===== src/rtl/core/dttfp_pkg.sv =====
`default_nettype none

package dttfp_pkg;

  // Field and storage widths
  localparam int VALUE_W    = 64;
  localparam int MAG_W      = 63;
  localparam int POW_W      = 30;
  localparam int SCALE_W    = 4;
  localparam int ERR_W      = 3;
  localparam int CFG_IDX_W  = 1;
  localparam int CFG_DATA_W = 4;

  // Largest supported number of fraction digits
  localparam int MAX_SCALE = 9;

  // Register indexes
  localparam logic [CFG_IDX_W-1:0] REG_FRACTION_DIGITS  = 1'd0;
  localparam logic [CFG_IDX_W-1:0] REG_NEGATIVE_ALLOWED = 1'd1;

  // Register reset values
  localparam logic [SCALE_W-1:0] FRACTION_DIGITS_RESET = 4'd2;

  // Error codes
  localparam logic [ERR_W-1:0] ERR_NONE     = 3'd0;
  localparam logic [ERR_W-1:0] ERR_EMPTY    = 3'd1;
  localparam logic [ERR_W-1:0] ERR_MISSING  = 3'd2;
  localparam logic [ERR_W-1:0] ERR_INVALID  = 3'd3;
  localparam logic [ERR_W-1:0] ERR_NEGATIVE = 3'd4;
  localparam logic [ERR_W-1:0] ERR_TOO_MANY = 3'd5;
  localparam logic [ERR_W-1:0] ERR_OVERFLOW = 3'd6;

  // Character codes
  localparam logic [7:0] CHAR_ZERO  = 8'h30;
  localparam logic [7:0] CHAR_NINE  = 8'h39;
  localparam logic [7:0] CHAR_MINUS = 8'h2D;
  localparam logic [7:0] CHAR_POINT = 8'h2E;

  typedef struct packed {
    logic [7:0] char_code;
    logic       has_char;
    logic       end_of_text;
  } in_item_t;

  typedef struct packed {
    logic signed [VALUE_W-1:0] scaled_value;
    logic [ERR_W-1:0]          error_code;
  } result_t;

  // Parse outcome of one text, with the scaling still to be done
  typedef struct packed {
    logic [ERR_W-1:0]   pre_err;     // final error known before scaling
    logic [ERR_W-1:0]   post_err;    // error if scaling does not overflow
    logic               is_negative;
    logic [MAG_W-1:0]   magnitude;   // unscaled integer part
    logic [SCALE_W-1:0] int_scale;   // scale in force when the integer run closed
    logic               add_frac;
    logic [POW_W-1:0]   frac_acc;
    logic [SCALE_W-1:0] frac_shift;  // padding digits for the fraction
  } snap_t;

  // Power of ten for a digit count up to nine
  function automatic logic [POW_W-1:0] pow10(input logic [SCALE_W-1:0] n);
    logic [POW_W-1:0] p;
    case (n)
      4'd0:    p = 30'd1;
      4'd1:    p = 30'd10;
      4'd2:    p = 30'd100;
      4'd3:    p = 30'd1000;
      4'd4:    p = 30'd10000;
      4'd5:    p = 30'd100000;
      4'd6:    p = 30'd1000000;
      4'd7:    p = 30'd10000000;
      4'd8:    p = 30'd100000000;
      4'd9:    p = 30'd1000000000;
      default: p = 30'd0;
    endcase
    return p;
  endfunction

endpackage

`default_nettype wire


===== src/rtl/core/dttfp_parse.sv =====
`default_nettype none

module dttfp_parse #(
  parameter int MAX_SCALE = dttfp_pkg::MAX_SCALE
) (
  input  wire logic                              clk,
  input  wire logic                              rst,
  input  wire logic                              take,
  input  wire dttfp_pkg::in_item_t               item,
  input  wire logic [dttfp_pkg::SCALE_W-1:0]     fraction_digits,
  input  wire logic                              negative_allowed,
  output dttfp_pkg::snap_t                       snap,
  output logic                                   fire
);

  localparam int ACC_W = $clog2(10 ** MAX_SCALE);
  localparam logic [dttfp_pkg::SCALE_W-1:0] SCALE_CAP = dttfp_pkg::SCALE_W'(MAX_SCALE);

  localparam logic [2:0] PH_START    = 3'd0;
  localparam logic [2:0] PH_NEED_INT = 3'd1;
  localparam logic [2:0] PH_INT      = 3'd2;
  localparam logic [2:0] PH_FRAC     = 3'd3;
  localparam logic [2:0] PH_DONE     = 3'd4;

  logic [2:0]                        phase, phase_next;
  logic [dttfp_pkg::MAG_W-1:0]       magnitude, magnitude_next;
  logic [ACC_W-1:0]                  frac_acc, frac_acc_next;
  logic [3:0]                        frac_count, frac_count_next;
  logic                              is_negative, is_negative_next;
  logic [dttfp_pkg::ERR_W-1:0]       pre_err, pre_err_next;
  logic [dttfp_pkg::ERR_W-1:0]       post_err, post_err_next;
  logic [dttfp_pkg::SCALE_W-1:0]     int_scale, int_scale_next;
  logic                              add_frac, add_frac_next;
  logic [dttfp_pkg::SCALE_W-1:0]     frac_shift, frac_shift_next;

  logic [dttfp_pkg::SCALE_W-1:0]     scale;
  logic                              num_char;
  logic [3:0]                        digit;
  logic [dttfp_pkg::MAG_W+3:0]       int_sum;
  logic                              int_ovf;
  logic [ACC_W+3:0]                  acc_sum;

  // Clamp the scale and decode the byte
  always_comb begin
    scale    = (fraction_digits > SCALE_CAP) ? SCALE_CAP : fraction_digits;
    num_char = item.char_code inside {[dttfp_pkg::CHAR_ZERO:dttfp_pkg::CHAR_NINE]};
    digit    = num_char ? 4'(item.char_code - dttfp_pkg::CHAR_ZERO) : 4'd0;
    int_sum  = (dttfp_pkg::MAG_W + 4)'({magnitude, 3'b000})
             + (dttfp_pkg::MAG_W + 4)'({magnitude, 1'b0})
             + (dttfp_pkg::MAG_W + 4)'(digit);
    int_ovf  = |int_sum[dttfp_pkg::MAG_W+3:dttfp_pkg::MAG_W];
    acc_sum  = (ACC_W + 4)'({frac_acc, 3'b000}) + (ACC_W + 4)'({frac_acc, 1'b0})
             + (ACC_W + 4)'(digit);
  end

  // Take the byte first, then the end of text
  always_comb begin
    phase_next       = phase;
    magnitude_next   = magnitude;
    frac_acc_next    = frac_acc;
    frac_count_next  = frac_count;
    is_negative_next = is_negative;
    pre_err_next     = pre_err;
    post_err_next    = post_err;
    int_scale_next   = int_scale;
    add_frac_next    = add_frac;
    frac_shift_next  = frac_shift;

    if (item.has_char) begin
      if (phase == PH_START && item.char_code == dttfp_pkg::CHAR_MINUS) begin
        if (!negative_allowed) begin
          pre_err_next = dttfp_pkg::ERR_NEGATIVE;
          phase_next   = PH_DONE;
        end else begin
          is_negative_next = 1'b1;
          phase_next       = PH_NEED_INT;
        end
      end else if (phase == PH_START || phase == PH_NEED_INT) begin
        if (!num_char) begin
          pre_err_next = dttfp_pkg::ERR_MISSING;
          phase_next   = PH_DONE;
        end else if (int_ovf) begin
          pre_err_next = dttfp_pkg::ERR_OVERFLOW;
          phase_next   = PH_DONE;
        end else begin
          magnitude_next = int_sum[dttfp_pkg::MAG_W-1:0];
          phase_next     = PH_INT;
        end
      end else if (phase == PH_INT) begin
        if (num_char) begin
          if (int_ovf) begin
            pre_err_next = dttfp_pkg::ERR_OVERFLOW;
            phase_next   = PH_DONE;
          end else begin
            magnitude_next = int_sum[dttfp_pkg::MAG_W-1:0];
          end
        end else begin
          int_scale_next = scale;
          if (item.char_code == dttfp_pkg::CHAR_POINT) begin
            phase_next = PH_FRAC;
          end else begin
            post_err_next = dttfp_pkg::ERR_INVALID;
            phase_next    = PH_DONE;
          end
        end
      end else if (phase == PH_FRAC) begin
        if (num_char) begin
          if (frac_count < SCALE_CAP) begin
            frac_acc_next = acc_sum[ACC_W-1:0];
          end
          if (frac_count != 4'd15) begin
            frac_count_next = frac_count + 4'd1;
          end
        end else begin
          phase_next = PH_DONE;
          if (frac_count == 4'd0) begin
            post_err_next = dttfp_pkg::ERR_MISSING;
          end else if (frac_count > scale) begin
            post_err_next = dttfp_pkg::ERR_TOO_MANY;
          end else begin
            add_frac_next   = 1'b1;
            frac_shift_next = scale - frac_count;
            post_err_next   = dttfp_pkg::ERR_INVALID;
          end
        end
      end
    end

    if (item.end_of_text) begin
      case (phase_next)
        PH_START: begin
          pre_err_next = dttfp_pkg::ERR_EMPTY;
        end
        PH_NEED_INT: begin
          pre_err_next = dttfp_pkg::ERR_MISSING;
        end
        PH_INT: begin
          int_scale_next = scale;
          post_err_next  = dttfp_pkg::ERR_NONE;
        end
        PH_FRAC: begin
          if (frac_count_next == 4'd0) begin
            post_err_next = dttfp_pkg::ERR_MISSING;
          end else if (frac_count_next > scale) begin
            post_err_next = dttfp_pkg::ERR_TOO_MANY;
          end else begin
            add_frac_next   = 1'b1;
            frac_shift_next = scale - frac_count_next;
            post_err_next   = dttfp_pkg::ERR_NONE;
          end
        end
        default: begin
        end
      endcase
    end
  end

  // Hand the finished text to the scaling pipeline
  always_comb begin
    fire             = take && item.end_of_text;
    snap.pre_err     = pre_err_next;
    snap.post_err    = post_err_next;
    snap.is_negative = is_negative_next;
    snap.magnitude   = magnitude_next;
    snap.int_scale   = int_scale_next;
    snap.add_frac    = add_frac_next;
    snap.frac_acc    = dttfp_pkg::POW_W'(frac_acc_next);
    snap.frac_shift  = frac_shift_next;
  end

  // Advance the parse state; clear it at the end of each text
  always_ff @(posedge clk) begin
    if (rst || fire) begin
      phase       <= PH_START;
      magnitude   <= '0;
      frac_acc    <= '0;
      frac_count  <= '0;
      is_negative <= 1'b0;
      pre_err     <= dttfp_pkg::ERR_NONE;
      post_err    <= dttfp_pkg::ERR_NONE;
      int_scale   <= '0;
      add_frac    <= 1'b0;
      frac_shift  <= '0;
    end else if (take) begin
      phase       <= phase_next;
      magnitude   <= magnitude_next;
      frac_acc    <= frac_acc_next;
      frac_count  <= frac_count_next;
      is_negative <= is_negative_next;
      pre_err     <= pre_err_next;
      post_err    <= post_err_next;
      int_scale   <= int_scale_next;
      add_frac    <= add_frac_next;
      frac_shift  <= frac_shift_next;
    end
  end

`ifndef ASSERT_OFF
  a_clear_after_end: assert property (@(posedge clk) disable iff (rst)
    fire |=> phase == PH_START && magnitude == '0 && pre_err == dttfp_pkg::ERR_NONE)
    else $error("parse state not cleared after end of text");

  a_done_holds: assert property (@(posedge clk) disable iff (rst)
    take && !item.end_of_text && phase == PH_DONE |=> $stable(magnitude) && $stable(post_err))
    else $error("closed text changed its parse state");
`endif

endmodule

`default_nettype wire


===== config.mk =====
export PLATFORM = sky130hd
export DESIGN_NAME = dttfp_parse
export DESIGN_NICKNAME = d
export VERILOG_FILES = /design/src/rtl/core/dttfp_pkg.sv /design/src/rtl/core/dttfp_parse.sv
export SDC_FILE = /design/constraint.sdc
export NUM_CORES = 1
export LEC_CHECK = 0
export BUFFER_PORTS_ARGS = -buffer_cell sky130_fd_sc_hd__buf_2
export CAP_MARGIN = 5
export CORE_MARGIN = 4
export CORE_UTILIZATION = 40
export CTS_BUF_LIST = sky130_fd_sc_hd__clkbuf_4
export DETAILED_ROUTE_END_ITERATION = 8
export GPL_TIMING_DRIVEN = 0
export PLACE_DENSITY = 0.69
export SYNTH_ARGS = -nofsm -noshare
export SYNTH_HDL_FRONTEND = slang
export SYNTH_SLANG_ARGS = --single-unit

===== constraint.sdc =====
create_clock -name clk -period 7.48 [get_ports clk]
set_input_delay 1.122 -clock clk [delete_from_list [all_inputs] [get_ports clk]]
set_output_delay 1.122 -clock clk [all_outputs]
set_load 0.005 [all_outputs]

; Yosys cells after proc, flatten, opt, wreduce, memory -nomap -nowiden
; Cells that the tools add are included.
[classes]
magnitude_cmp = 6
n_addsub = 8
mux = 92
reduce_logical = 10
n_eq_ne = 9
[op_table]
columns = op, n
row1 = 63-bit 2-to-1 mux, 6
row2 = 30-bit 2-to-1 mux, 7
row3 = 4-bit 2-to-1 mux, 28
row4 = 3-bit 2-to-1 mux, 34
row5 = 66-bit by 64-bit adder with 67-bit output, 1
row6 = 67-bit by 4-bit adder with 67-bit output, 1
row7 = 30-bit adder, 1
row8 = 30-bit by 4-bit adder with 30-bit output, 1
row9 = 8-bit by 6-bit equality test with 1-bit output (second input constant), 2
row10 = 1-bit 2-to-1 mux, 15
row11 = 3-bit by 2-bit equality test with 1-bit output (second input constant), 4
row12 = 3-bit one-hot mux with 2 select lines, 2
row13 = 8-bit by 6-bit >= comparator with 1-bit output (second input constant), 1
row14 = 4-bit > comparator, 2
row15 = 8-bit by 6-bit less-or-equal comparator with 1-bit output (second input constant), 1
row16 = 4-bit zero test, 2
row17 = 4-bit subtractor, 2
row18 = 3-bit by 1-bit equality test with 1-bit output (second input constant), 2
row19 = 3-bit zero test, 2
row20 = 4-bit by 1-bit adder with 4-bit output (second input constant), 1
row21 = 4-bit > comparator (second input constant), 1
row22 = 4-bit < comparator (second input constant), 1
row23 = 4-bit inequality test (second input constant), 1
row24 = 4-bit OR reduction, 1
row25 = 3 further kinds, 6
[word_totals]
out_inout_bits = 110
in_bits = 18
register_bits = 116

; Logic depth before layout (Yosys ltp)
[logic_depth]
ltp_word = 15
depth_mapped = 22
depth_no_buf = 17

; Worst setup path after synthesis
; Ideal clock, no wire load.
[synth_timing]
path_kind = input-to-output
startpoint = in item[9] (netlist bit)
endpoint = out snap[35] (netlist bit)
setup_slack_ps = 948
path_stages = 19
arrival_time_ps = 5410
n_path_buf = 2
required_ps = 6358
cell_sequence = nor3b_1 -> and3_1 -> clkbuf_1 -> nand2_1 -> fa_1 -> inv_1 -> fa_1 -> a211oi_1 -> o211ai_1 -> a211oi_2 -> o21ai_1 -> nor3b_2 -> o2111ai_1 -> and4b_1 -> o211a_1 -> buf_4 -> a31oi_4 -> o21ai_4 -> mux2_4
[synth_rtl]
columns = element, line
row1 = "start, declared", dttfp_parse.sv:9  ; input wire dttfp_pkg::in_item_t item,
row2 = "end, declared", dttfp_parse.sv:12  ; output dttfp_pkg::snap_t snap,

==> impl_metrics.tcl <==
set metrics [dict create \
    crit_buf_inv 5 \
    worst_hold_slack_ps 486 \
    net-switching-power_uw 407 \
    hp-class "reg2reg" \
    fin_nets 2078 \
    slowest_delay_ps 480 \
    setup_viol 0 \
    grt_pass1_wl_mm 65.2 \
    crit_path_end_kind "primary output" \
    max_freq_mhz 140 \
    yosysTopAreaCellShare_pct 18.2 \
    clk_pin_slew_ps 120 \
    syn-num-nets 1927 \
    critPathTopFamily "compound AO/OA/AOI/OAI gates" \
    tightest_slew_ps 1050 \
    placed_cell_area_um2 14200 \
    max-cap-violations 0 \
    synth_common_cells "nand2_1, ha_1, a21oi_1, o21ai_0, dfxtp_1" \
    root_buffer "clkbuf_4" \
    drt_iter0_drc 977 \
    io_buffers 127 \
    hold_depth 2 \
    core_um2 31800 \
    antenna_found_initial 4 \
    gp_congestion 0.968 \
    dr.pass1.iters 9 \
    cts_tree "done" \
    slowest_stage "fa_1" \
    drive_above_1_share_pct 14.4 \
    cts_buffer_depth 2 \
    grt_pass1_vias 12727 \
    die-area_um2 35400 \
    synth_area_leader_cell "ha_1" \
    remaining_drc_errors 0 \
    crit_chain "buf_2, nor3b_4, and3_1, clkbuf_4, nand2_1, fa_1, inv_1, ha_1, a211oi_1, o21ai_1, o31ai_4, buf_4, a311oi_1, nor2_1, o21ai_0, a21oi_1, o21ai_0, mux2i_1, a21oi_1, a21o_1, buf_2" \
    cts.sinks 116 \
    critical_path_class "in2out" \
    die_h_um 188 \
    hold_violations 0 \
    synth_edf_count 0 \
    yosys_warnings 0 \
    ctsHoldBuffers 0 \
    via_per_inst 5.68 \
    hpwl_mm 31.6 \
    synth_most_common_cell "nand2_1" \
    synthArstFlopShare_pct 0 \
    h-tree-depth 4 \
    finalCritPeriodShare_pct 95.7 \
    ir_drop_mv 0.0883 \
    synth_area_um2 13000 \
    run_status "finished, final reports clean" \
    numCtsBuffers 17 \
    yosys_register_bits 116 \
    num_vias 13146 \
    stdcell_area_um2 14500 \
    cellInternalPower_uw 837 \
    path_depth 21 \
    pwr-share-seq_pct 50.5 \
    die_w_um 188 \
    worstPathArrival_ps 6040 \
    start_util_pct 40.9 \
    reg2regPathDepth 19 \
    crit_fanout 10 \
    grt_max_degree 17 \
    ant_nets 0 \
    finClkSkew_ps 30.8 \
    drv_slew 0 \
    p_comb_share_pct 11.2 \
    switching_share_pct 32.7 \
    detail_route.wl_per_cell_um 17.4 \
    ys_seq_area_share_pct 17.9 \
    syn_area_per_cell_um2 7.58 \
    fp-row-count 65 \
    p_per_area_nw_per_um2 85.7 \
    wl_mm 40.3 \
    fin_crit_ps 7160 \
    grt_use_total_pct 22.3 \
    critical_path_required_ps 6360 \
    slew-limit-headroom_pct 27.9 \
    areaGrowthSynthToFinish_pct 11.7 \
    rsz0062_at_grt "yes" \
    synth_ff_type "dfxtp_1" \
    p_leak_nw 6.78 \
    synthCells 1714 \
    synthTopCellsByArea "ha_1, dfxtp_1, a21oi_1, nand2_1, o21ai_0" \
    overflow 0 \
    io_pins 128 \
    clkPwrFrac_pct 38.3 \
    synth_cell_types 83 \
    cp-start-kind "input pin" \
    worst_skew_pair.late_latency_ps 650 \
]
[placed cells by master (no fill, tap or decap), drive strengths merged, types with 37 or more instances in the layout]
cell,count
ha,189
a21oi,183
o21ai,132
nand2,235
nand3,37
dfxtp,116
nor2,103
inv,60
clkbuf,72
mux2,39
a21o,48
xnor2,51
buf,173
nand2b,45
[registers in the layout, indices dropped and copies added (netlist names)]
| name | cells |
|---|---|
| add_frac | 1 |
| frac_acc | 30 |
| frac_count | 4 |
| frac_shift | 4 |
| int_scale | 4 |
| is_negative | 1 |
| magnitude | 63 |
| phase | 3 |
| post_err | 3 |
| pre_err | 3 |
[layout make-up]
class	count	area (um^2)
Fill cell	3274	17300
Multi-Input combinational cell	1444	10000
Sequential cell	116	2320
Timing Repair Buffer	132	673
Tap cell	435	544
Buffer	96	485
Inverter	58	218
Clock inverter	15	134
Clock buffer	17	128
Antenna cell	2	5.00
[cells by family after synthesis]
kind of cell	Yosys count	synth area share, %
flops	116	17.9
simple gates	569	21.0
compound gates	534	25.6
fa+ha+maj	195	19.1
mux	61	5.25
buf+inv	154	5.38
xor+xnor	85	5.79
[tightest hold or removal path, stage by stage, from the launching register on]
cell	delay [ps]
dfxtp_1	330
inv_1	50
o32ai_1	70
[repair_timing]
item	in CTS	in global routing
cloned	0	0
gates resized for setup	4	10
setup buffers	0	5
endpoints found under the setup margin	72	72
hold endpoints to repair	0	0
pin swaps	0	4
[through the flow]
stage | setup slack [ps] | util (%) | power (mW) | cells | TNS [ps]
finish | 321 | 45.7 | 1.24 | 2315 | 0
global route | -7.93 | 45.7 | 1.30 | 2315 | -7.93
CTS | 24.7 | 45.4 | 1.25 | 2308 | 0
detailed placement | -348 | 44.6 | 0.779 | 2276 | -10860
global placement | -332 | 44.6 | 0.776 | 2276 | -9190
floorplan | 948 | - | 0.729 | 1714 | 0
[worst paths after layout]
path,from,slack (ps),end
hold / removal,pre_err[2],490,pre_err[2]
hold reg to reg,pre_err[2],490,pre_err[2]
setup reg to reg,magnitude[2],2740,magnitude[23]
setup / recovery,item[9],320,snap[66]
[power groups by stage]
stage | registers [mW] | logic [mW] | clock network (mW)
global route | 0.630 | 0.154 | 0.512
global placement | 0.642 | 0.134 | 0
CTS | 0.629 | 0.138 | 0.484
finish | 0.629 | 0.139 | 0.476
floorplan | 0.641 | 0.0887 | 0
detailed placement | 0.642 | 0.136 | 0
[layer usage]
metal	global-route usage [%]	wire length [um]	part of all wire, %	up-vias
li1	-	-	-	6527
met1	28.5	17900	44	6121
met2	37.6	18900	47	414
met3	4.17	2380	5.9	80
met4	8.10	1130	2.8	4
met5	0	26	0.064	-
Note: power is estimated with default switching activity, not from simulation.
